$ cat src/rtl/core/lgh_pkg.sv
// ----------------------------------------------------------------------------
// lgh_pkg
// Shared widths, fixed-point constants and the request tag type of the
// logistic gradient/hessian pipeline.
// ----------------------------------------------------------------------------
package lgh_pkg;

  // Field widths
  localparam int LogitW = 15;
  localparam int LabelW = 16;
  localparam int ProbW  = 16;
  localparam int GradW  = 17;
  localparam int HessW  = 14;

  // Exponent and polynomial widths
  localparam int ExpW  = 31;   // logit * log2(e), Q25, signed
  localparam int ShW   = 6;    // integer part of the exponent, signed
  localparam int FracW = 16;   // fractional part, Q16
  localparam int P1W   = 15;
  localparam int P2W   = 16;
  localparam int PW    = 17;   // 2^f in Q16

  // Divider widths
  localparam int DenW     = 39;
  localparam int DivSteps = 16;
  localparam int QuoW     = DivSteps;

  // Logit clip in Q10
  localparam logic signed [LogitW-1:0] ClipQ10    = 15'sd15360;
  localparam logic signed [LogitW-1:0] NegClipQ10 = -15'sd15360;

  // log2(e) in Q15
  localparam logic signed [17:0] Log2eQ15 = 18'sd47274;

  // Cubic coefficients for 2^f, Q16
  localparam logic [PW-1:0]  CoefA = 17'd65536;
  localparam logic [P2W-1:0] CoefB = 16'd45426;
  localparam logic [P1W-1:0] CoefC = 15'd14904;
  localparam logic [12:0]    CoefD = 13'd5206;

  // One in the den term, Q16
  localparam logic [DenW-1:0] OneQ16 = 39'd65536;

  // One in the result scale, Q15
  localparam logic [ProbW-1:0] OneQ15 = 16'd32768;
  localparam logic signed [GradW:0] GradMin = -18'sd32768;
  localparam logic [31:0] HessRound = 32'd16384;

  // Tag that travels with each request
  typedef struct packed {
    logic              valid;
    logic [LabelW-1:0] label;
  } tag_t;

endpackage

$ cat src/rtl/core/lgh_exp2.sv
// ----------------------------------------------------------------------------
// lgh_exp2
// Four-stage power-of-two front end: clip the logit, scale by log2(e), split
// the exponent and evaluate the cubic for 2^f by Horner over three stages.
// ----------------------------------------------------------------------------
module lgh_exp2 (
  input  logic                                  clk_i,
  input  logic                                  rst_ni,
  input  logic                                  en_i,
  input  lgh_pkg::tag_t                         tag_i,
  input  logic signed [lgh_pkg::LogitW-1:0]     logit_i,
  output lgh_pkg::tag_t                         tag_o,
  output logic signed [lgh_pkg::ShW-1:0]        n_o,
  output logic [lgh_pkg::PW-1:0]                p_o
);

  logic signed [lgh_pkg::LogitW-1:0] x;
  logic signed [32:0]                e_full;
  logic signed [lgh_pkg::ExpW-1:0]   e_d, e_q;
  lgh_pkg::tag_t                     tag1_q, tag2_q, tag3_q, tag4_q;

  logic [lgh_pkg::FracW-1:0]         f_d, f2_q, f3_q;
  logic signed [lgh_pkg::ShW-1:0]    n_d, n2_q, n3_q, n4_q;
  logic [28:0]                       prod1;
  logic [30:0]                       prod2;
  logic [31:0]                       prod3;
  logic [lgh_pkg::P1W-1:0]           p1_d, p1_q;
  logic [lgh_pkg::P2W-1:0]           p2_d, p2_q;
  logic [lgh_pkg::PW-1:0]            p3_d, p3_q;

  // Stage 1: clip and scale by log2(e)
  always_comb begin
    if (logit_i > lgh_pkg::ClipQ10) begin
      x = lgh_pkg::ClipQ10;
    end else if (logit_i < lgh_pkg::NegClipQ10) begin
      x = lgh_pkg::NegClipQ10;
    end else begin
      x = logit_i;
    end
  end

  assign e_full = x * lgh_pkg::Log2eQ15;
  assign e_d    = e_full[lgh_pkg::ExpW-1:0];

  // Stage 2: split exponent (floor by two's-complement truncation), first Horner step
  assign n_d   = e_q[30:25];
  assign f_d   = e_q[24:9];
  assign prod1 = f_d * lgh_pkg::CoefD;
  assign p1_d  = lgh_pkg::CoefC + lgh_pkg::P1W'(prod1[28:16]);

  // Stage 3: second Horner step
  assign prod2 = f2_q * p1_q;
  assign p2_d  = lgh_pkg::CoefB + lgh_pkg::P2W'(prod2[30:16]);

  // Stage 4: last Horner step
  assign prod3 = f3_q * p2_q;
  assign p3_d  = lgh_pkg::CoefA + lgh_pkg::PW'(prod3[31:16]);

  // Advance all stages together
  always_ff @(posedge clk_i or negedge rst_ni) begin
    if (!rst_ni) begin
      tag1_q <= '0;
      tag2_q <= '0;
      tag3_q <= '0;
      tag4_q <= '0;
    end else if (en_i) begin
      tag1_q <= tag_i;
      tag2_q <= tag1_q;
      tag3_q <= tag2_q;
      tag4_q <= tag3_q;
    end
  end

  always_ff @(posedge clk_i) begin
    if (en_i) begin
      e_q  <= e_d;
      f2_q <= f_d;
      n2_q <= n_d;
      p1_q <= p1_d;
      f3_q <= f2_q;
      n3_q <= n2_q;
      p2_q <= p2_d;
      n4_q <= n3_q;
      p3_q <= p3_d;
    end
  end

  assign tag_o = tag4_q;
  assign n_o   = n4_q;
  assign p_o   = p3_q;

endmodule

$ cat config.mk
export PLATFORM = sky130hd
export DESIGN_NAME = lgh_exp2
export DESIGN_NICKNAME = d
export VERILOG_FILES = /design/src/rtl/core/lgh_pkg.sv /design/src/rtl/core/lgh_exp2.sv
export SDC_FILE = /design/constraint.sdc
export NUM_CORES = 2
export LEC_CHECK = 0
export BUFFER_PORTS_ARGS = -buffer_cell sky130_fd_sc_hd__buf_2
export CORE_ASPECT_RATIO = 1.2
export CORE_MARGIN = 2
export CORE_UTILIZATION = 40
export CTS_CLUSTER_SIZE = 16
export DETAILED_ROUTE_END_ITERATION = 8
export SLEW_MARGIN = 30
export SYNTH_ARGS = -nofsm -noshare
export SYNTH_HDL_FRONTEND = slang
export SYNTH_SLANG_ARGS = --single-unit
$ cat constraint.sdc
create_clock -name clk_i -period 6.25 [get_ports clk_i]
set_input_delay 1.25 -clock clk_i [delete_from_list [all_inputs] [get_ports clk_i]]
set_output_delay 1.25 -clock clk_i [all_outputs]
set_load 0.01 [all_outputs]
* Word-level counts from Yosys, hierarchy flattened
Cells that the tools add are included.
Word-level totals: bits of input ports 35, memories 0, memory bits (writable) 0, bits in latches 0, memory bits (read-only) 0, bits in registers 196
Cells by class: order comparisons 2, reduce and logical (&&, ||, !) cells 0, bitwise logic cells 0, multipliers 4, shifts and indexed selects 0, divide/modulo/power cells 0, $add $sub $neg 3, equality and inequality tests 0, muxes and demuxes 2
Operators by type and width (number):
- 16-bit by 16-bit multiplier with 32-bit output | 1
- 16-bit by 15-bit multiplier with 31-bit output | 1
- 15-bit by 16-bit multiplier with 30-bit output, second input constant | 1
- 15-bit 2-to-1 mux | 2
- 16-bit by 12-bit multiplier with 28-bit output, second input constant | 1
- 17-bit by 16-bit adder with 17-bit output, first input constant | 1
- 16-bit by 15-bit adder with 16-bit output, first input constant | 1
- 14-bit by 13-bit adder with 15-bit output, first input constant | 1
- 15-bit > comparator, second input constant | 1
- 15-bit less-than comparator, second input constant | 1

* Longest topological paths before layout
depth in word-level cells 4, mapped depth 28, gate-level depth less buffers 27

* Worst setup path before layout
Ideal clock, no wire load.
path kind input -> register, start input logit_i[10] in the netlist's numbering, end register e_q[30] in the netlist's numbering, data pin, setup slack -1648 ps, required time 5990 ps, stages on the path 23, arrival time 7638 ps, path through o41ai_1 > ha_1 > nor2_1 > and2_1 > ha_1 > ha_1 > fa_1 > fa_1 > inv_1 > fa_1 > fa_1 > inv_1 > ha_1 > a21o_1 > a21oi_1 > o21ai_0 > and3_4 > o31a_1 > a221o_1 > a221o_1 > or4_4 > a31oi_4 > xnor2_1
On the way: cells in the longest elaborated chain, start to end 4
Ends and longest elaborated chain:
- start, declared | RTL line lgh_exp2.sv:11 | input logic signed [lgh_pkg::LogitW-1:0] logit_i,
- 15-bit less-than comparator | RTL line lgh_exp2.sv:35 | end else if (logit_i < lgh_pkg::NegClipQ10) begin
- 15-bit 2-to-1 mux | RTL line lgh_exp2.sv:35
- 15-bit 2-to-1 mux * | RTL line lgh_exp2.sv:33 | if (logit_i > lgh_pkg::ClipQ10) begin
- 15-bit by 16-bit multiplier with 30-bit output * | RTL line lgh_exp2.sv:42 | assign e_full = x * lgh_pkg::Log2eQ15;
- net e_full[30] | RTL line lgh_exp2.sv:18 | logic signed [32:0] e_full;
- end signal, assigned | RTL line lgh_exp2.sv:76 | e_q <= e_d;
- end, declared | RTL line lgh_exp2.sv:19 | logic signed [lgh_pkg::ExpW-1:0] e_d, e_q;
The timed path passes the listed nets; every way through them passes the cells marked *. A chain may end at the register's enable or synchronous reset.

* Worst setup path after layout
Ends and elaborated chain as after synthesis.

==> metrics <==
run status=finished, violations left; failing checks=setup timing; crit path max fanout=8; Synth top area share=33.38%; CTS Sinks=187; clock skew=0.009343 ns; largest family of logic cells by synthesized area=adder cells; DR vias=19900; final wirelength=62.96 mm; max_slew headroom=41.75%; Worst path depth=27; slowest stage cell, crit path=fa_1; syn nets=3768; MaxCap Viol Count=0; CTS Buffer Depth=2; Post-Synth XOR/XNOR Area=2.293%; first-pass GRT wire length=107.2 mm; maximum number of pins on one net before global-route repair=106; Routed WL per cell=14.98 um; DRC marker count from the first detailed-route iteration=586; CORE AREA=72020 um^2; post-synth cell types=64; Post-Synth Adder-Cell Area=51.31%; post-route clock period utilization=114.6%; R2R setup slack=-0.37 ns; crit path capture=e_q[30]; TNS Setup=-7.708 ns; Setup Viol. Count Final=20; clock root cell=clkbuf_16; Die Span X=249.9 um; Synth top cells by count=inv_1 (655), fa_1 (484), ha_1 (416); Synth area leaders=fa_1 (33%), ha_1 (18%), edfxtp_1 (12%); die area=74760 um^2; Critical Path RT=6.48 ns; Synth Area in Compound Gates=4.517%; Worst Hold Class=reg2reg; post-DR vias/cell=4.733; layout cells sized above 1=24.20%; CTS HTree Levels=4; Simple-Gate Fraction of Synth Area=11.65%; initial antenna violation count=1; PnR worst setup slack=-0.9105 ns; 1st-pass router iterations=5; Post-synth EDFFs=119; CTS Hold Bufs=0; crit-path leading delay family=adder cells; Syn Area/Cell=10.25 um^2; Final Wtd Congestion=0.8861; worst slew pin tran=0.8738 ns; global route overflow=0; worst skew pair latency=0.48 ns; P&R area growth vs syn=21.93%; CP arrival=7.39 ns; worst path bufs/invs=7; Fmax achieved=139.7 MHz; Hold Vio Cnt, Final=0; synthesized cell area=29030 um^2; Die Ht=299.1 um; Site Rows=108; Syn Inst Count=2833; CTS tree=done; flops & latches, synth=187; Inserted Clock Buffers=17; FFs w/ async S/R, synth=36.36%; synth warn=0; reg2reg end=p2_q[15]; Port Buffers=73; Setup CP Type=in2reg; Primary FF master, synth=edfxtp_1; Initial Utilization=40.31%; DP Wirelength=53.60 mm; Final Slew Violations=0; Period minus WS final=7.161 ns; reg2reg path depth=27; I/O pins=75; max incr delay on CP=0.54 ns; All-Layer GR Usage=17.86%; vias in the first global route=21860; Clock Pin Slew Worst Setup and Hold Paths=0.08 ns; CP startpoint=logit_i[10]; Routed Antenna Nets=0; largest area contributor in the netlist=fa_1; sequential area share after synthesis=18.17%; most instantiated library cell after synthesis=inv_1; crit end category=register; RSZ-0062 raised after global routing=yes; RR Startpoint=f2_q[9]; # DRC=0; startpoint types=input port; fin nets=4190; post-synthesis mux area share=2.638%
-- layer usage --
layer	global-route usage, %	wire length (um)
met2	34.93	35000
met3	1.954	1060
met5	0	0
met1	20.58	25600
met4	4.346	1295
-- sequential cells by signal, summed over array words and instances (netlist names) --
register and flops:
n_o 6, p1_q 15, f2_q 16, tag3_q 17, n3_q 6, tag_o 17, tag1_q 17, e_q 22
p_o 16, n2_q 6, tag2_q 17, f3_q 16, p2_q 16
-- final cells by class --
| cell class | instances | area (um^2) |
|---|---|---|
| fillers | 6703 | 36630 |
| inverters | 655 | 2464 |
| repair buffers | 475 | 3651 |
| flip-flops and latches | 187 | 5275 |
| well taps | 935 | 1170 |
| clock inverters | 15 | 188.9 |
| clock buffers | 17 | 425.4 |
| multi-input cells | 1919 | 22220 |
| diodes | 1 | 2.502 |
-- cell usage in the layout, fill, tap and decap left out, types with 13 or more instances in the layout --
cell / n
buf_6: 49
nor3_1: 13
a21oi_1: 37
inv_2: 28
o21ai_1: 14
xor2_1: 28
xnor2_1: 40
dfrtp_1: 68
ha_1: 386
fa_1: 470
a21oi_2: 18
nand2_1: 285
fa_2: 14
clkbuf_16: 17
nand3_1: 14
and2_1: 218
ha_4: 28
o21a_1: 13
inv_1: 625
nand2_2: 13
mux2_2: 68
a21o_1: 27
buf_2: 70
and2_4: 22
buf_4: 349
nor2_1: 31
edfxtp_1: 119
-- logic make-up after synthesis --
family / count (synthesis)
adders and majority gates: 900
buffers and inverters: 727
xor gates and xnor gates: 76
other: 1
and+or+nand+nor: 681
muxes: 68
DFF: 187
AOI/OAI and AO/OA: 193
-- repair_timing --
action                     in CTS  in global routing
gates cloned                    0                  0
gates resized for setup       138                130
setup endpoints to repair      31                 36
pin swaps                      81                 88
setup buffers                  43                 32
-- through the flow --
step | area [um^2] | setup slack [ns] | util (%) | hold slack, ns | std cells
after floorplan | 29250 | -1.252 | - | 0.4003 | 2833
after global placement | 33070 | -1.611 | 45.91 | 0.4006 | 4105
after detailed placement | 33070 | -1.630 | 45.91 | 0.4054 | 4105
final | 35400 | -0.9105 | 49.15 | 0.4209 | 4204
after CTS | 34670 | -0.9397 | 48.13 | 0.4206 | 4179
after global routing | 35400 | -1.119 | 49.15 | 0.4255 | 4204
-- worst min-delay path by stage --
stage	end	start	slack (ns)	depth (start not counted)
floorplan	n2_q[0]	e_q[25]	0.40	0
global placement	n2_q[2]	e_q[27]	0.40	0
detailed placement	n_o[0]	n3_q[0]	0.41	0
CTS	n_o[4]	n3_q[4]	0.42	0
global route	n3_q[3]	n2_q[3]	0.43	0
finish	n3_q[1]	n2_q[1]	0.42	0
Power is left out: the tool's default activity adds up to more than one toggle a clock period on the data nets, which glitch-free logic cannot reach.
