File: config.mk
export PLATFORM = sky130hd
export DESIGN_NAME = lgh_out
export DESIGN_NICKNAME = d
export VERILOG_FILES = /design/src/rtl/core/lgh_pkg.sv /design/src/rtl/core/lgh_out.sv
export SDC_FILE = /design/constraint.sdc
export NUM_CORES = 1
export LEC_CHECK = 0
export ABC_AREA = 1
export BUFFER_PORTS_ARGS = -buffer_cell sky130_fd_sc_hd__buf_2
export CORE_MARGIN = 1
export CORE_UTILIZATION = 55
export CTS_CLUSTER_SIZE = 28
export DETAILED_ROUTE_END_ITERATION = 10
export PLACE_DENSITY = 0.73
export SLEW_MARGIN = 25
export SYNTH_ARGS = -nofsm -noshare
export SYNTH_HDL_FRONTEND = slang
export SYNTH_SLANG_ARGS = --single-unit
File: constraint.sdc
create_clock -name clk_i -period 5.2 [get_ports clk_i]
set_clock_uncertainty 0.2 [all_clocks]
set_input_delay 0.52 -clock clk_i [delete_from_list [all_inputs] [get_ports clk_i]]
set_output_delay 0.52 -clock clk_i [all_outputs]
set_load 0.01 [all_outputs]
File: src/rtl/core/lgh_pkg.sv
// ----------------------------------------------------------------------------
// lgh_pkg
// Shared widths, fixed-point constants and the request tag type of the
// logistic gradient/hessian pipeline.
// ----------------------------------------------------------------------------
package lgh_pkg;

  // Field widths
  localparam int LogitW = 15;
  localparam int LabelW = 16;
  localparam int ProbW  = 16;
  localparam int GradW  = 17;
  localparam int HessW  = 14;

  // Exponent and polynomial widths
  localparam int ExpW  = 31;   // logit * log2(e), Q25, signed
  localparam int ShW   = 6;    // integer part of the exponent, signed
  localparam int FracW = 16;   // fractional part, Q16
  localparam int P1W   = 15;
  localparam int P2W   = 16;
  localparam int PW    = 17;   // 2^f in Q16

  // Divider widths
  localparam int DenW     = 39;
  localparam int DivSteps = 16;
  localparam int QuoW     = DivSteps;

  // Logit clip in Q10
  localparam logic signed [LogitW-1:0] ClipQ10    = 15'sd15360;
  localparam logic signed [LogitW-1:0] NegClipQ10 = -15'sd15360;

  // log2(e) in Q15
  localparam logic signed [17:0] Log2eQ15 = 18'sd47274;

  // Cubic coefficients for 2^f, Q16
  localparam logic [PW-1:0]  CoefA = 17'd65536;
  localparam logic [P2W-1:0] CoefB = 16'd45426;
  localparam logic [P1W-1:0] CoefC = 15'd14904;
  localparam logic [12:0]    CoefD = 13'd5206;

  // One in the den term, Q16
  localparam logic [DenW-1:0] OneQ16 = 39'd65536;

  // One in the result scale, Q15
  localparam logic [ProbW-1:0] OneQ15 = 16'd32768;
  localparam logic signed [GradW:0] GradMin = -18'sd32768;
  localparam logic [31:0] HessRound = 32'd16384;

  // Tag that travels with each request
  typedef struct packed {
    logic              valid;
    logic [LabelW-1:0] label;
  } tag_t;

endpackage

File: src/rtl/core/lgh_out.sv
// ----------------------------------------------------------------------------
// lgh_out
// Result stage: clamp the probability, form the saturated gradient and the
// rounded hessian, and hold results in an output register plus skid entry.
// ----------------------------------------------------------------------------
module lgh_out (
  input  logic                               clk_i,
  input  logic                               rst_ni,
  input  lgh_pkg::tag_t                      tag_i,
  input  logic [lgh_pkg::QuoW-1:0]           quo_i,
  output logic                               en_o,
  output logic                               out_valid_o,
  input  logic                               out_stall_i,
  output logic [lgh_pkg::ProbW-1:0]          probability_o,
  output logic signed [lgh_pkg::GradW-1:0]   gradient_o,
  output logic [lgh_pkg::HessW-1:0]          hessian_o
);

  logic [lgh_pkg::ProbW-1:0]          s;
  logic signed [lgh_pkg::GradW:0]     g_raw;
  logic signed [lgh_pkg::GradW-1:0]   g;
  logic [lgh_pkg::ProbW-1:0]          om;
  logic [31:0]                        hprod;
  logic [31:0]                        hsum;
  logic [lgh_pkg::HessW-1:0]          h;

  logic                               out_valid_q;
  logic                               skid_full_q;
  logic [lgh_pkg::ProbW-1:0]          prob_q, skid_prob_q;
  logic signed [lgh_pkg::GradW-1:0]   grad_q, skid_grad_q;
  logic [lgh_pkg::HessW-1:0]          hess_q, skid_hess_q;
  logic                               take;
  logic                               new_v;
  logic                               load_out;
  logic                               load_skid;
  logic                               drain_skid;

  // Clamp sigmoid
  assign s = (quo_i > lgh_pkg::OneQ15) ? lgh_pkg::OneQ15 : quo_i;

  // Gradient, saturated below
  assign g_raw = $signed({2'b00, s}) - $signed({2'b00, tag_i.label});
  assign g     = (g_raw < lgh_pkg::GradMin) ? lgh_pkg::GradW'(lgh_pkg::GradMin)
                                            : g_raw[lgh_pkg::GradW-1:0];

  // Hessian, rounded to nearest
  assign om    = lgh_pkg::OneQ15 - s;
  assign hprod = s * om;
  assign hsum  = hprod + lgh_pkg::HessRound;
  assign h     = hsum[28:15];

  // Pipeline moves while the skid entry is free
  assign en_o       = !skid_full_q;
  assign take       = out_valid_q && !out_stall_i;
  assign new_v      = tag_i.valid && en_o;
  assign load_out   = en_o && (!out_valid_q || take);
  assign load_skid  = new_v && out_valid_q && !take;
  assign drain_skid = skid_full_q && take;

  always_ff @(posedge clk_i or negedge rst_ni) begin
    if (!rst_ni) begin
      out_valid_q <= 1'b0;
      skid_full_q <= 1'b0;
    end else begin
      if (drain_skid) begin
        out_valid_q <= 1'b1;
        skid_full_q <= 1'b0;
      end else begin
        if (load_out) begin
          out_valid_q <= new_v;
        end
        if (load_skid) begin
          skid_full_q <= 1'b1;
        end
      end
    end
  end

  // Result payload
  always_ff @(posedge clk_i) begin
    if (drain_skid) begin
      prob_q <= skid_prob_q;
      grad_q <= skid_grad_q;
      hess_q <= skid_hess_q;
    end else if (load_out && new_v) begin
      prob_q <= s;
      grad_q <= g;
      hess_q <= h;
    end
    if (load_skid) begin
      skid_prob_q <= s;
      skid_grad_q <= g;
      skid_hess_q <= h;
    end
  end

  assign out_valid_o   = out_valid_q;
  assign probability_o = prob_q;
  assign gradient_o    = grad_q;
  assign hessian_o     = hess_q;

endmodule

Word level (Yosys, flattened, before mapping):

Cells that the tools add are included.

* flip-flop bits (word level): 96
* input port bits: 36
* output and inout port bits: 49
* logic and storage cells: 41

* $add $sub $neg: 3
* multipliers: 1
* $lt $le $gt $ge: 2
* mux-type cells: 12
* reductions and logical operators: 15

Operators with widths (number)
* two-way mux 17 bit: 3
* two-way mux 16 bit: 3
* adder 29 x 15 -> 29 bit (second input constant): 1
* multiplier 16 x 16 -> 29 bit: 1
* two-way mux 14 bit: 2
* less-than comparator 17 x 16 -> 1 bit (second input constant): 1
* subtractor 16 x 16 -> 17 bit: 1
* greater-than comparator 16 bit (second input constant): 1
* subtractor 16 bit (first input constant): 1
* logical AND 1 bit: 7
* nonzero test 2 bit: 3
* zero test 1 bit: 4
* two-way mux 1 bit: 4
* logical OR 1 bit: 1

Depth between registers and ports, before layout:

* depth after elaboration: 7
* mapped depth: 44
* mapped depth without buffers: 40

Worst setup path after synthesis:

No wires, ideal clock.

* kind: input-to-reg
* start: in quo_i[6] in the netlist's numbering
* end: reg skid_hess_q[10] in the netlist's numbering, data pin
* setup time: 255 ps
* arrival: 6831 ps
* data required time: 4745 ps
* slack: -2085 ps
* stages: 36
* buffers on the path: 4
* cells stage by stage: buf_6 nor4_1 nand3_1 nand2_2 buf_6 nand2_1 buf_6 ha_1 inv_1 nor2_1 nand2_1 inv_1 nand2_1 nor2_1 ha_1 clkbuf_1 inv_1 nand2_1 fa_1 inv_1 fa_1 fa_1 fa_1 fa_1 inv_1 fa_1 inv_1 ha_1 nand2_1 nor2_1 inv_1 nor3_1 nand3_1 nand3_1 nand2_1 and2_1

* cells in the longest elaborated chain, start to end: 5

Ends and longest elaborated chain
* start: declaration: RTL line lgh_out.sv:10 `input logic [lgh_pkg::QuoW-1:0] quo_i,`
* greater-than comparator 16 bit: RTL line lgh_out.sv:39 `assign s = (quo_i > lgh_pkg::OneQ15) ? lgh_pkg::OneQ15 : quo_i;`
* two-way mux 16 bit (*): RTL line lgh_out.sv:39
* subtractor 16 bit: RTL line lgh_out.sv:47 `assign om = lgh_pkg::OneQ15 - s;`
* multiplier 16 x 16 -> 29 bit (*): RTL line lgh_out.sv:48 `assign hprod = s * om;`
* adder 29 x 15 -> 29 bit (*): RTL line lgh_out.sv:49 `assign hsum = hprod + lgh_pkg::HessRound;`
* named net hsum[25]: RTL line lgh_out.sv:24 `logic [31:0] hsum;`
* end signal: assignment: RTL line lgh_out.sv:93 `skid_hess_q <= h;`
* end: declaration: RTL line lgh_out.sv:31 `logic [lgh_pkg::HessW-1:0] hess_q, skid_hess_q;`

The timed path passes the listed nets; every way through them passes the cells marked *.
A chain may end at the register's enable or synchronous reset.

Final worst setup path:

* start: in quo_i[12] in the netlist's numbering
* end: reg skid_hess_q[12] in the netlist's numbering, data pin

Same word-level chain as after synthesis.

==> key figures <==
Global routing
  – Overflow after GRT: 0
  – Total GRT Usage: 34.4%
  – Initial antenna violation count: 0
  – Vias in the first global route: roughly 13000
  – First-pass GRT wire length: around 66000 µm
  – Largest net degree at the start of global routing: 64

Finish
  – Commonest non-fill, non-tap cell in the layout: nand2_1
  – Final #Nets: 2283
  – Share of post-route cells with drive strength above 1: 26.2%
  – Diodes inserted: 0
  – Commonest cells after routing, fill and taps aside: nand2_1, inv_1, fa_1
  – Area Overhead vs Synth: 26.6%
  – Fin util: 70.9%

Synthesis
  – Post-synth ARST share: approximately 2.1%
  – Synthesized area: approximately 14000 µm²
  – Mapped Cells: around 1700
  – Post-synth cell types: 35
  – Synth warnings: 0
  – Mean Syn Cell Area: roughly 8 µm²
  – Seq cells post-synth: 96
  – Biggest area consumer among synthesized cells: fa_1
  – Top_reg_cell synth: edfxtp_1
  – Sequential share of the synthesized area: 21.2%
  – Top cells by area, synth: fa_1, edfxtp_1, nand2_1, ha_1, inv_1
  – EDFF count, synth: 94
  – Share of the synthesized area in the top cell type: 28.5%

Placed design
  – Dpl hpwl: ~32000 µm
  – Port buffer count: 84
  – Gpl congestion: 1.02

Worst setup path
  – CP top delay family: adder cells
  – WP data arrival: ~6.8 ns
  – Crit start category: primary input
  – Most common cell on crit path: inv_2
  – Crit. Startpoint: quo_i[12]
  – Worst setup EP type: flop
  – Kind of critical path: primary input to flop
  – Reg2Reg Depth: 4
  – Levels on crit path: 35
  – Critical R2R Launch: skid_full_q
  – Reg2Reg Setup Slack: 2.19 ns
  – CP Buf/Inv Count: 9
  – CP required: 5.12 ns
  – Reg2reg end: probability_o[13]
  – Crit path max fanout: 5
  – Worst path max stage delay: about 0.56 ns
  – CP max-delay cell: fa_1

CTS
  – CTS tree: yes
  – Bufs on Longest Clock Path: 2
  – TritonCTS buffer count: 9
  – Clock Latency Late Sink: between 0.3 and 0.4 ns
  – Clock Tree Root: clkbuf_16
  – Clock-pin slew on the worst setup and hold paths: 0.08 ns
  – # clock sinks: 96
  – H-tree levels: 3

Timing
  – Worst Tran Pin Value: 0.961 ns
  – Final count of hold timing violations: 0
  – Slew Viols, Final: 0
  – Highest clock rate: approximately 150 MHz
  – Slew headroom: a little over a third
  – Tcrit/Tclk final: 132%
  – Post-route minimum period: ~6.9 ns
  – Post-route setup slack: -1.66 ns
  – Unrepaired setup endpoints after global routing: yes
  – Final Setup Violations: 28

Die
  – I/O Pins: between 80 and 90
  – Chip height: 159 µm
  – Rows: 57
  – Core area: about 24000 µm²
  – Starting Density: 56.0%
  – Die W: 159 µm
  – Die ar.: approximately 25000 µm²

Run status
  – Outcome: finished, violations left
  – Failing checks: setup timing

Detailed routing
  – Initial DRC Count: between 800 and 900
  – Drt total wl: 41000 µm
  – Vias: 11983
  – WL met2: a little under 20000 µm
  – DRC errors left: 0
  – Via density per instance: approximately 5.3
  – WL/cell: approximately 18 µm
  – Routed Antenna Nets: 0
  – Met1 Routed Length: approximately 16000 µm
  – Drt pass-1 iters: 5
  – Top Layer Used: met4
  – Met3 WL: 3420 µm

Hold path
  – Hold Path Class: primary input to async pin

Job
  – Max-Cap Viols: 0
## state kept, by name (all words and copies together), names as in the netlist
name           count
gradient_o        17
skid_grad_q       17
probability_o     16
skid_prob_q       16
hessian_o         14
skid_hess_q       14
out_valid_o        1
skid_full_q        1
## how the worst max path moves through the flow
stage / endpoint
after floorplan: skid_hess_q[12]
after detailed placement: hessian_o[5]
after global routing: hessian_o[10]
after CTS: hessian_o[5]
final: skid_hess_q[12]
after global placement: hessian_o[5]
## layout make-up
class / count / area [µm²]
clock buffer: 9 / 225
clock inverter: 7 / 65.1
fill: 1876 / 7070
inverter: 407 / 1550
multi-input combinational: 1152 / 10100
sequential: 96 / 2870
tap: 324 / 405
timing repair buffer: 262 / 1930
## cells in the mapped netlist, types with 5 or more instances
| master | instances |
|---|---|
| nand2_1 | 423 |
| inv_1 | 395 |
| fa_1 | 193 |
| nor2_1 | 173 |
| ha_1 | 126 |
| edfxtp_1 | 94 |
| nand3_1 | 67 |
| a21oi_1 | 36 |
| o21ai_0 | 30 |
| clkbuf_1 | 23 |
| and2_1 | 15 |
| nand4_1 | 13 |
| xnor2_1 | 10 |
| clkinv_1 | 9 |
| nor3_1 | 8 |
| o21bai_1 | 7 |
| o41ai_1 | 7 |
| nand2_2 | 6 |
| buf_2 | 5 |
| nand3b_1 | 5 |
| xor2_1 | 5 |
## cells by family (layout without fill, tap and decap cells)
group	after synthesis	after routing	synth area share, %
AOI/OAI and AO/OA	91	91	3.83
adders and majority gates	319	319	40.1
and+or+nand+nor	713	713	21.3
buffers and inverters	444	685	12.7
other	2	14	0.0553
xor gates and xnor gates	15	15	0.968
DFF	96	96	21.2
## metrics by stage
stage,hold WS (ns),instance area [µm²],TNS (ns),cells,setup slack [ns]
global route,0.295,17200,-49.97,2257,-1.86
floorplan,0.0244,13900,-49.03,1692,-1.84
global placement,0.104,15500,-58.95,2203,-2.22
finish,0.287,17200,-43.09,2257,-1.66
CTS,0.253,16800,-40.44,2251,-1.54
detailed placement,0.107,15500,-59.57,2203,-2.23
## per-layer routing
layer  vias up  track usage [%]
met1      5776             42.4
li1       5552                -
met5         -                0
met3       137             6.80
met4         0             18.6
met2       518             57.1
## timing repair
action                                  in CTS  in global routing
endpoints found under the hold margin        2                  0
endpoints found under the setup margin      28                 28
cloned                                       1                  0
setup buffers                               30                  8
pin swaps                                   88                 37
hold buffers                                 1                  0
resized for setup                          173                100
Power is left out: the tool's default activity adds up to more than one toggle a clock period on the data nets, which glitch-free logic cannot reach.
