File: src/rtl/core/lgh_pkg.sv
// ----------------------------------------------------------------------------
// lgh_pkg
// Shared widths, fixed-point constants and the request tag type of the
// logistic gradient/hessian pipeline.
// ----------------------------------------------------------------------------
package lgh_pkg;

  // Field widths
  localparam int LogitW = 15;
  localparam int LabelW = 16;
  localparam int ProbW  = 16;
  localparam int GradW  = 17;
  localparam int HessW  = 14;

  // Exponent and polynomial widths
  localparam int ExpW  = 31;   // logit * log2(e), Q25, signed
  localparam int ShW   = 6;    // integer part of the exponent, signed
  localparam int FracW = 16;   // fractional part, Q16
  localparam int P1W   = 15;
  localparam int P2W   = 16;
  localparam int PW    = 17;   // 2^f in Q16

  // Divider widths
  localparam int DenW     = 39;
  localparam int DivSteps = 16;
  localparam int QuoW     = DivSteps;

  // Logit clip in Q10
  localparam logic signed [LogitW-1:0] ClipQ10    = 15'sd15360;
  localparam logic signed [LogitW-1:0] NegClipQ10 = -15'sd15360;

  // log2(e) in Q15
  localparam logic signed [17:0] Log2eQ15 = 18'sd47274;

  // Cubic coefficients for 2^f, Q16
  localparam logic [PW-1:0]  CoefA = 17'd65536;
  localparam logic [P2W-1:0] CoefB = 16'd45426;
  localparam logic [P1W-1:0] CoefC = 15'd14904;
  localparam logic [12:0]    CoefD = 13'd5206;

  // One in the den term, Q16
  localparam logic [DenW-1:0] OneQ16 = 39'd65536;

  // One in the result scale, Q15
  localparam logic [ProbW-1:0] OneQ15 = 16'd32768;
  localparam logic signed [GradW:0] GradMin = -18'sd32768;
  localparam logic [31:0] HessRound = 32'd16384;

  // Tag that travels with each request
  typedef struct packed {
    logic              valid;
    logic [LabelW-1:0] label;
  } tag_t;

endpackage

File: src/rtl/core/lgh_div.sv
// ----------------------------------------------------------------------------
// lgh_div
// Sigmoid divider: forms num/den from 2^f and the shift, builds the rounded
// dividend, then resolves one quotient bit per stage in a restoring pipeline.
// ----------------------------------------------------------------------------
module lgh_div (
  input  logic                              clk_i,
  input  logic                              rst_ni,
  input  logic                              en_i,
  input  lgh_pkg::tag_t                     tag_i,
  input  logic signed [lgh_pkg::ShW-1:0]    n_i,
  input  logic [lgh_pkg::PW-1:0]            p_i,
  output lgh_pkg::tag_t                     tag_o,
  output logic [lgh_pkg::QuoW-1:0]          quo_o
);

  localparam int DenW  = lgh_pkg::DenW;
  localparam int Steps = lgh_pkg::DivSteps;
  localparam int DivW  = DenW + Steps;

  logic [DenW-1:0]        p_ext;
  logic [lgh_pkg::ShW-1:0] nmag;
  logic [DenW-1:0]        num_d, den_d, num_q, den_a_q;
  lgh_pkg::tag_t          tag_a_q;
  logic [DivW-1:0]        dvd;

  logic [DenW-1:0]             rem_q [0:Steps];
  logic [DenW-1:0]             den_q [0:Steps];
  logic [Steps-1:0]            low_q [0:Steps];
  logic [lgh_pkg::QuoW-1:0]    quo_q [0:Steps];
  lgh_pkg::tag_t               tag_q [0:Steps];

  // Stage A: shift 2^f into numerator and denominator
  assign p_ext = DenW'(p_i);
  assign nmag  = lgh_pkg::ShW'(0) - n_i;

  always_comb begin
    if (!n_i[lgh_pkg::ShW-1]) begin
      num_d = p_ext << n_i[4:0];
      den_d = lgh_pkg::OneQ16 + num_d;
    end else begin
      num_d = p_ext;
      den_d = (lgh_pkg::OneQ16 << nmag[4:0]) + p_ext;
    end
  end

  // Stage B: dividend with half-divisor rounding term
  assign dvd = {1'b0, num_q, 15'b0} + DivW'(den_a_q[DenW-1:1]);

  always_ff @(posedge clk_i or negedge rst_ni) begin
    if (!rst_ni) begin
      tag_a_q  <= '0;
      tag_q[0] <= '0;
    end else if (en_i) begin
      tag_a_q  <= tag_i;
      tag_q[0] <= tag_a_q;
    end
  end

  always_ff @(posedge clk_i) begin
    if (en_i) begin
      num_q    <= num_d;
      den_a_q  <= den_d;
      rem_q[0] <= dvd[DivW-1:Steps];
      low_q[0] <= dvd[Steps-1:0];
      den_q[0] <= den_a_q;
      quo_q[0] <= '0;
    end
  end

  // Restoring steps, one quotient bit each
  for (genvar k = 0; k < Steps; k++) begin : g_step
    logic [DenW:0]   trial;
    logic            ge;
    logic [DenW:0]   diff;
    logic [DenW-1:0] rem_d;

    assign trial = {rem_q[k], low_q[k][Steps-1]};
    assign ge    = trial >= {1'b0, den_q[k]};
    assign diff  = trial - {1'b0, den_q[k]};
    assign rem_d = ge ? diff[DenW-1:0] : trial[DenW-1:0];

    always_ff @(posedge clk_i or negedge rst_ni) begin
      if (!rst_ni) begin
        tag_q[k+1] <= '0;
      end else if (en_i) begin
        tag_q[k+1] <= tag_q[k];
      end
    end

    always_ff @(posedge clk_i) begin
      if (en_i) begin
        rem_q[k+1] <= rem_d;
        low_q[k+1] <= {low_q[k][Steps-2:0], 1'b0};
        den_q[k+1] <= den_q[k];
        quo_q[k+1] <= {quo_q[k][lgh_pkg::QuoW-2:0], ge};
      end
    end
  end

  assign tag_o = tag_q[Steps];
  assign quo_o = quo_q[Steps];

endmodule

File: config.mk
export PLATFORM = sky130hd
export DESIGN_NAME = lgh_div
export DESIGN_NICKNAME = d
export VERILOG_FILES = /design/src/rtl/core/lgh_pkg.sv /design/src/rtl/core/lgh_div.sv
export SDC_FILE = /design/constraint.sdc
export NUM_CORES = 2
export LEC_CHECK = 0
export BUFFER_PORTS_ARGS = -buffer_cell sky130_fd_sc_hd__buf_2
export CAP_MARGIN = 10
export CORE_UTILIZATION = 65
export DETAILED_ROUTE_END_ITERATION = 6
export PLACE_DENSITY = 0.81
export SYNTH_ARGS = -nofsm -noshare
export SYNTH_HDL_FRONTEND = slang
export SYNTH_SLANG_ARGS = --single-unit
File: constraint.sdc
create_clock -name clk_i -period 6.2 [get_ports clk_i]
set_input_delay 0.31 -clock clk_i [delete_from_list [all_inputs] [get_ports clk_i]]
set_output_delay 0.31 -clock clk_i [all_outputs]
set_load 0.01 [all_outputs]
* Word-level counts from Yosys, hierarchy flattened *
Memories as Yosys holds them, arrays and structs flattened.
Index checks and enable logic that the tools add are counted.

storage, ports and cells
  RAM bits = 1870
  memories kept = 4
  output and inout bits = 33
  bits of input ports = 43
  register bits = 384
  logic and storage cells = 101

cells by class
  shift operators = 2
  muxes and demuxes = 20
  order comparisons = 16
  add/subtract/negate cells = 20

memories
  memory  words  bits a word  rd ports  clocked after memory_dff  wr ports  RTL line       source
  den_q   17     39           16        0                         17        lgh_div.sv:28  logic [DenW-1:0] den_q [0:Steps];
  rem_q   17     39           16        0                         17        lgh_div.sv:27  logic [DenW-1:0] rem_q [0:Steps];
  low_q   17     16           16        0                         17        lgh_div.sv:29  logic [Steps-1:0] low_q [0:Steps];
  quo_q   17     16           17        0                         17        lgh_div.sv:30  logic [lgh_pkg::QuoW-1:0] quo_q [0:Steps];

operators by type and width
  kind                                                number
  two-way mux 39 bit                                  17
  >= comparator 40 x 39 -> 1 bit                      16
  subtractor 39 bit                                   16
  adder 54 x 38 -> 55 bit                             1
  adder 17 x 39 -> 39 bit (first input constant)      1
  adder 39 x 17 -> 39 bit                             1
  << shifter 17 x 5 -> 39 bit                         1
  << shifter 17 x 5 -> 39 bit (first input constant)  1
  two-way mux 17 bit                                  1
  subtractor 1 x 5 -> 5 bit (first input constant)    1
  two-way mux 1 bit                                   2

* Longest topological paths before layout *
  word-level depth = 4
  depth in mapped cells = 16
  depth with buffers taken out = 14

* Least setup slack after synthesis *
No wires, ideal clock.

  kind = reg2reg
  from = memory den_q[12][0], in the netlist den_q[0][468]
  to = memory rem_q[13][29], in the netlist rem_q[0][536], data pin
  setup slack = 2554 ps
  stages on the path, launching flop included = 16
  data required time = 5940 ps
  data arrival time = 3386 ps
  setup time = 260 ps
  buffers on the path = 2
  clock period less this slack = 3646 ps
  cells stage by stage = edfxtp_1 -> ha_1 -> fa_1 -> nor2b_1 -> o31ai_2 -> a21oi_1 -> a2111o_1 -> a31oi_1 -> a21boi_1 -> o211ai_2 -> and3_1 -> or2_1 -> buf_2 -> inv_2 -> buf_2 -> mux2_2

RTL lines
  item             RTL line
  start, declared  lgh_div.sv:28
  end, declared    lgh_div.sv:27

==> results.md <==
* Status: complete, no violations
* Setup TNS Final at 0 ps
* Hpwl dp at 182 mm
* FF-to-FF End: rem_q[0][412]
* CTS tree: yes
* Post-Syn Nets at 9482
* Initial antenna violation count at 7
* IO Port Bufs at 75
* Top-count cell post-synth: edfxtp_1
* Register area at 51100 sq um
* Maxcap violations at 0
* Leakage at 44.6 nW
* Top FF cell, synth: edfxtp_1
* Vias in the first global route at 66300
* Via-to-Cell Ratio at ~6.2
* CP Max Fanout at 34
* Floorplan Core Area at around 150000 sq um
* Pwr per Cell Area at about 530 nW/um^2
* TritonRoute pass-1 iters at 6
* Post-Syn Instances at 8773
* Worst r2r path cells at 14
* Ports at 76
* # nets final at 9545
* Cell taking the most area after synthesis: edfxtp_1
* Sequential-to-total area share from yosys stat at 51.9%
* Std cell rows at around 140
* Hold path start: en_i
* Total track usage at 31.6%
* WHS Endpoint: num_q[4]
* H-tree levels at 4
* Synth cell types at 97
* DR vias at 68700
* WHS Path Cells at 1
* Clk Latency, worst-skew pair at 810 ps
* Setup crit end kind: flop
* Reg-to-Reg Start: den_q[0][358]
* Gr ovfl total at 0
* RSZ-0062 raised after global routing: false
* Hold Crit Class: in -> reg
* Number of synthesized flops with an enable pin at between 1000 and 1500
* Synthesis-to-finish area growth at 8.96%
* Syn Area/Cell at 11.2 sq um
* Worst setup SP type: flop
* Ranking of synthesized cells by area: edfxtp_1 (44%), ha_1 (8.3%), dfrtp_1 (7.8%), mux2_2 (5.9%), a21oi_1 (3.4%)
* Mapped Area at 98400 sq um
* Rel. slew slack at 27.9%
* Crit path time final at between 4000 and 5000 ps
* Bufs on Longest Clock Path at 3
* Clock transition at path regs at 60 ps
* Share of cells above drive strength 1 at between 10 and 15%
* Yosys warns at 0
* Post-synth ARST share at about 17%
* Starting Density at about two thirds
* Yosys top cell area share at between 40 and 50%
* GPL Wtd Cong at between 0.9 and 1
* CTS Buf Count at 182
* Synth top cells by count: edfxtp_1 (1447), inv_1 (805), a21oi_1 (661), ha_1 (650), nand2_1 (591)
* R2r setup slk at 1460 ps
* Final setup skew at 64.5 ps
* Routed length per placed instance at 22.2 microns
* Area of the multi-input gates at between 40000 and 50000 sq um
* CP arrival at 5290 ps
* Slew @ Worst Pin at between 1000 and 1500 ps
* Global-route wire length before repair at 375 mm
* CP required at 6750 ps
* Die width at 391 microns
* Critical path type: reg -> reg
* Die area at 153000 sq um
* Max Freq at 211 MHz
* Starting DRC count in detailed routing at 6221
* Die Y at 391 microns
* Fin area at 107000 sq um
* Setup Viol. Count Final at 0
* Final Hold Fails at 0
* DP Area at 101000 sq um
* # DRC at 0
* Final Max Slew Viols at 0
* Worst vdd ir at between 0.0003 and 0.0004 V
* CTS Sinks at 1753
* Antenna viol nets, final at 0
* Largest net degree at the start of global routing at 185
* Fillers at between 10000 and 15000
* Postcts setup bufs at 0
* Root Driver: clkbuf_16
* Final wirelength at 245 mm
* Seq cells post-synth at 1753
* Fin crit share at 76.5%
==> layout make-up <==
cell class,instances,area share [%]
antenna,3,0.00700
clock buffer,231,4.66
clock inverter,103,1.07
inverter,809,2.83
multi-input combinational,5935,40.3
sequential,1753,47.7
tap,2016,2.35
timing repair buffer,155,1.16
==> stage by stage <==
step | hold slack [ps] | power (mW) | util, % | worst slack (ps) | std cells
2_1_floorplan | 14.4 | 37.9 | - | 2550 | 8773
3_3_place_gp | 400 | 44.2 | 67.1 | 1750 | 10600
3_5_place_dp | 405 | 44.8 | 67.1 | 1560 | 10600
4_1_cts | 113 | 56.2 | 71.4 | 1530 | 11000
5_1_grt | 134 | 59.8 | 71.4 | 1220 | 11000
6_report | 124 | 56.5 | 71.4 | 1460 | 11000
==> state kept, by name, indices dropped and copies added, names as in the netlist, 17 cells and up <==
| name | cells |
|---|---|
| rem_q | 624 |
| den_a_q | 23 |
| tag_q | 272 |
| tag_o | 17 |
| quo_q | 136 |
| den_q | 624 |
| tag_a_q | 17 |
| num_q | 39 |
==> critical path, cell delays in order, from the launching register on <==
cell,delay [ps]
edfxtp_1,380
inv_1,130
ha_1,220
fa_1,240
nor2b_1,80
o31a_1,290
o2111a_1,310
o21ai_1,280
nand4_1,270
a41oi_2,370
o2111ai_1,150
a221o_1,360
a211oi_4,430
buf_4,520
mux2_2,410
==> worst max-delay path by stage <==
stage                              from            end  slack [ps]  cells past startpoint
after floorplan           den_q[0][468]  rem_q[0][536]        2550                     15
after detailed placement  den_q[0][358]  rem_q[0][412]        1560                     14
after global placement    den_q[0][358]  rem_q[0][395]        1750                     14
after global routing      den_q[0][358]  rem_q[0][396]        1220                     14
after CTS                 den_q[0][358]  rem_q[0][412]        1530                     14
final                     den_q[0][358]  rem_q[0][412]        1460                     14
==> power by group <==
part,internal (mW),total (mW),switching [mW]
sequential,17.6,20.1,2.54
clock,6.36,11.2,4.80
combinational,10.7,25.2,14.5
total,34.6,56.5,21.8
==> cell usage in the layout (no fill, tap or decap), types with 111 or more instances in the layout <==
| master | Yosys | layout |
|---|---|---|
| edfxtp_1 | 1447 | 1447 |
| inv_1 | 805 | 804 |
| a21oi_1 | 661 | 661 |
| ha_1 | 650 | 650 |
| nand2_1 | 591 | 590 |
| mux2_2 | 515 | 515 |
| nor2_1 | 487 | 485 |
| o21ai_0 | 482 | 481 |
| a21o_1 | 351 | 350 |
| xnor2_1 | 314 | 314 |
| dfrtp_1 | 306 | 306 |
| xor2_1 | 210 | 210 |
| clkbuf_16 | 0 | 191 |
| nand3_1 | 177 | 177 |
| nor3_1 | 111 | 111 |
==> routing by layer <==
| metal | vias to the layer above | wire length (microns) | GRT usage, % |
|---|---|---|---|
| li1 | 32300 | - | - |
| met1 | 33400 | 101000 | 41.7 |
| met2 | 2422 | 118000 | 52.5 |
| met3 | 533 | 17500 | 5.83 |
| met4 | 4 | 8680 | 10.9 |
| met5 | - | 27 | 0 |
==> logic make-up (layout without fill, tap and decap cells) <==
family | after synthesis | in the layout | share of synthesized area (%)
xor+xnor | 524 | 524 | 4.66
simple gates | 1896 | 1896 | 9.08
fa+ha+maj | 666 | 666 | 8.59
compound gates | 2277 | 2277 | 14.8
buf+inv | 1085 | 1298 | 4.27
other cells | 0 | 3 | 0
flops | 1753 | 1753 | 51.9
mux | 572 | 572 | 6.70
==> repair_timing <==
action,CTS,global route
hold buffers,35,0
hold endpoints to repair,167,0
gates resized for setup,0,0
Note: power is estimated with default switching activity, not from simulation.
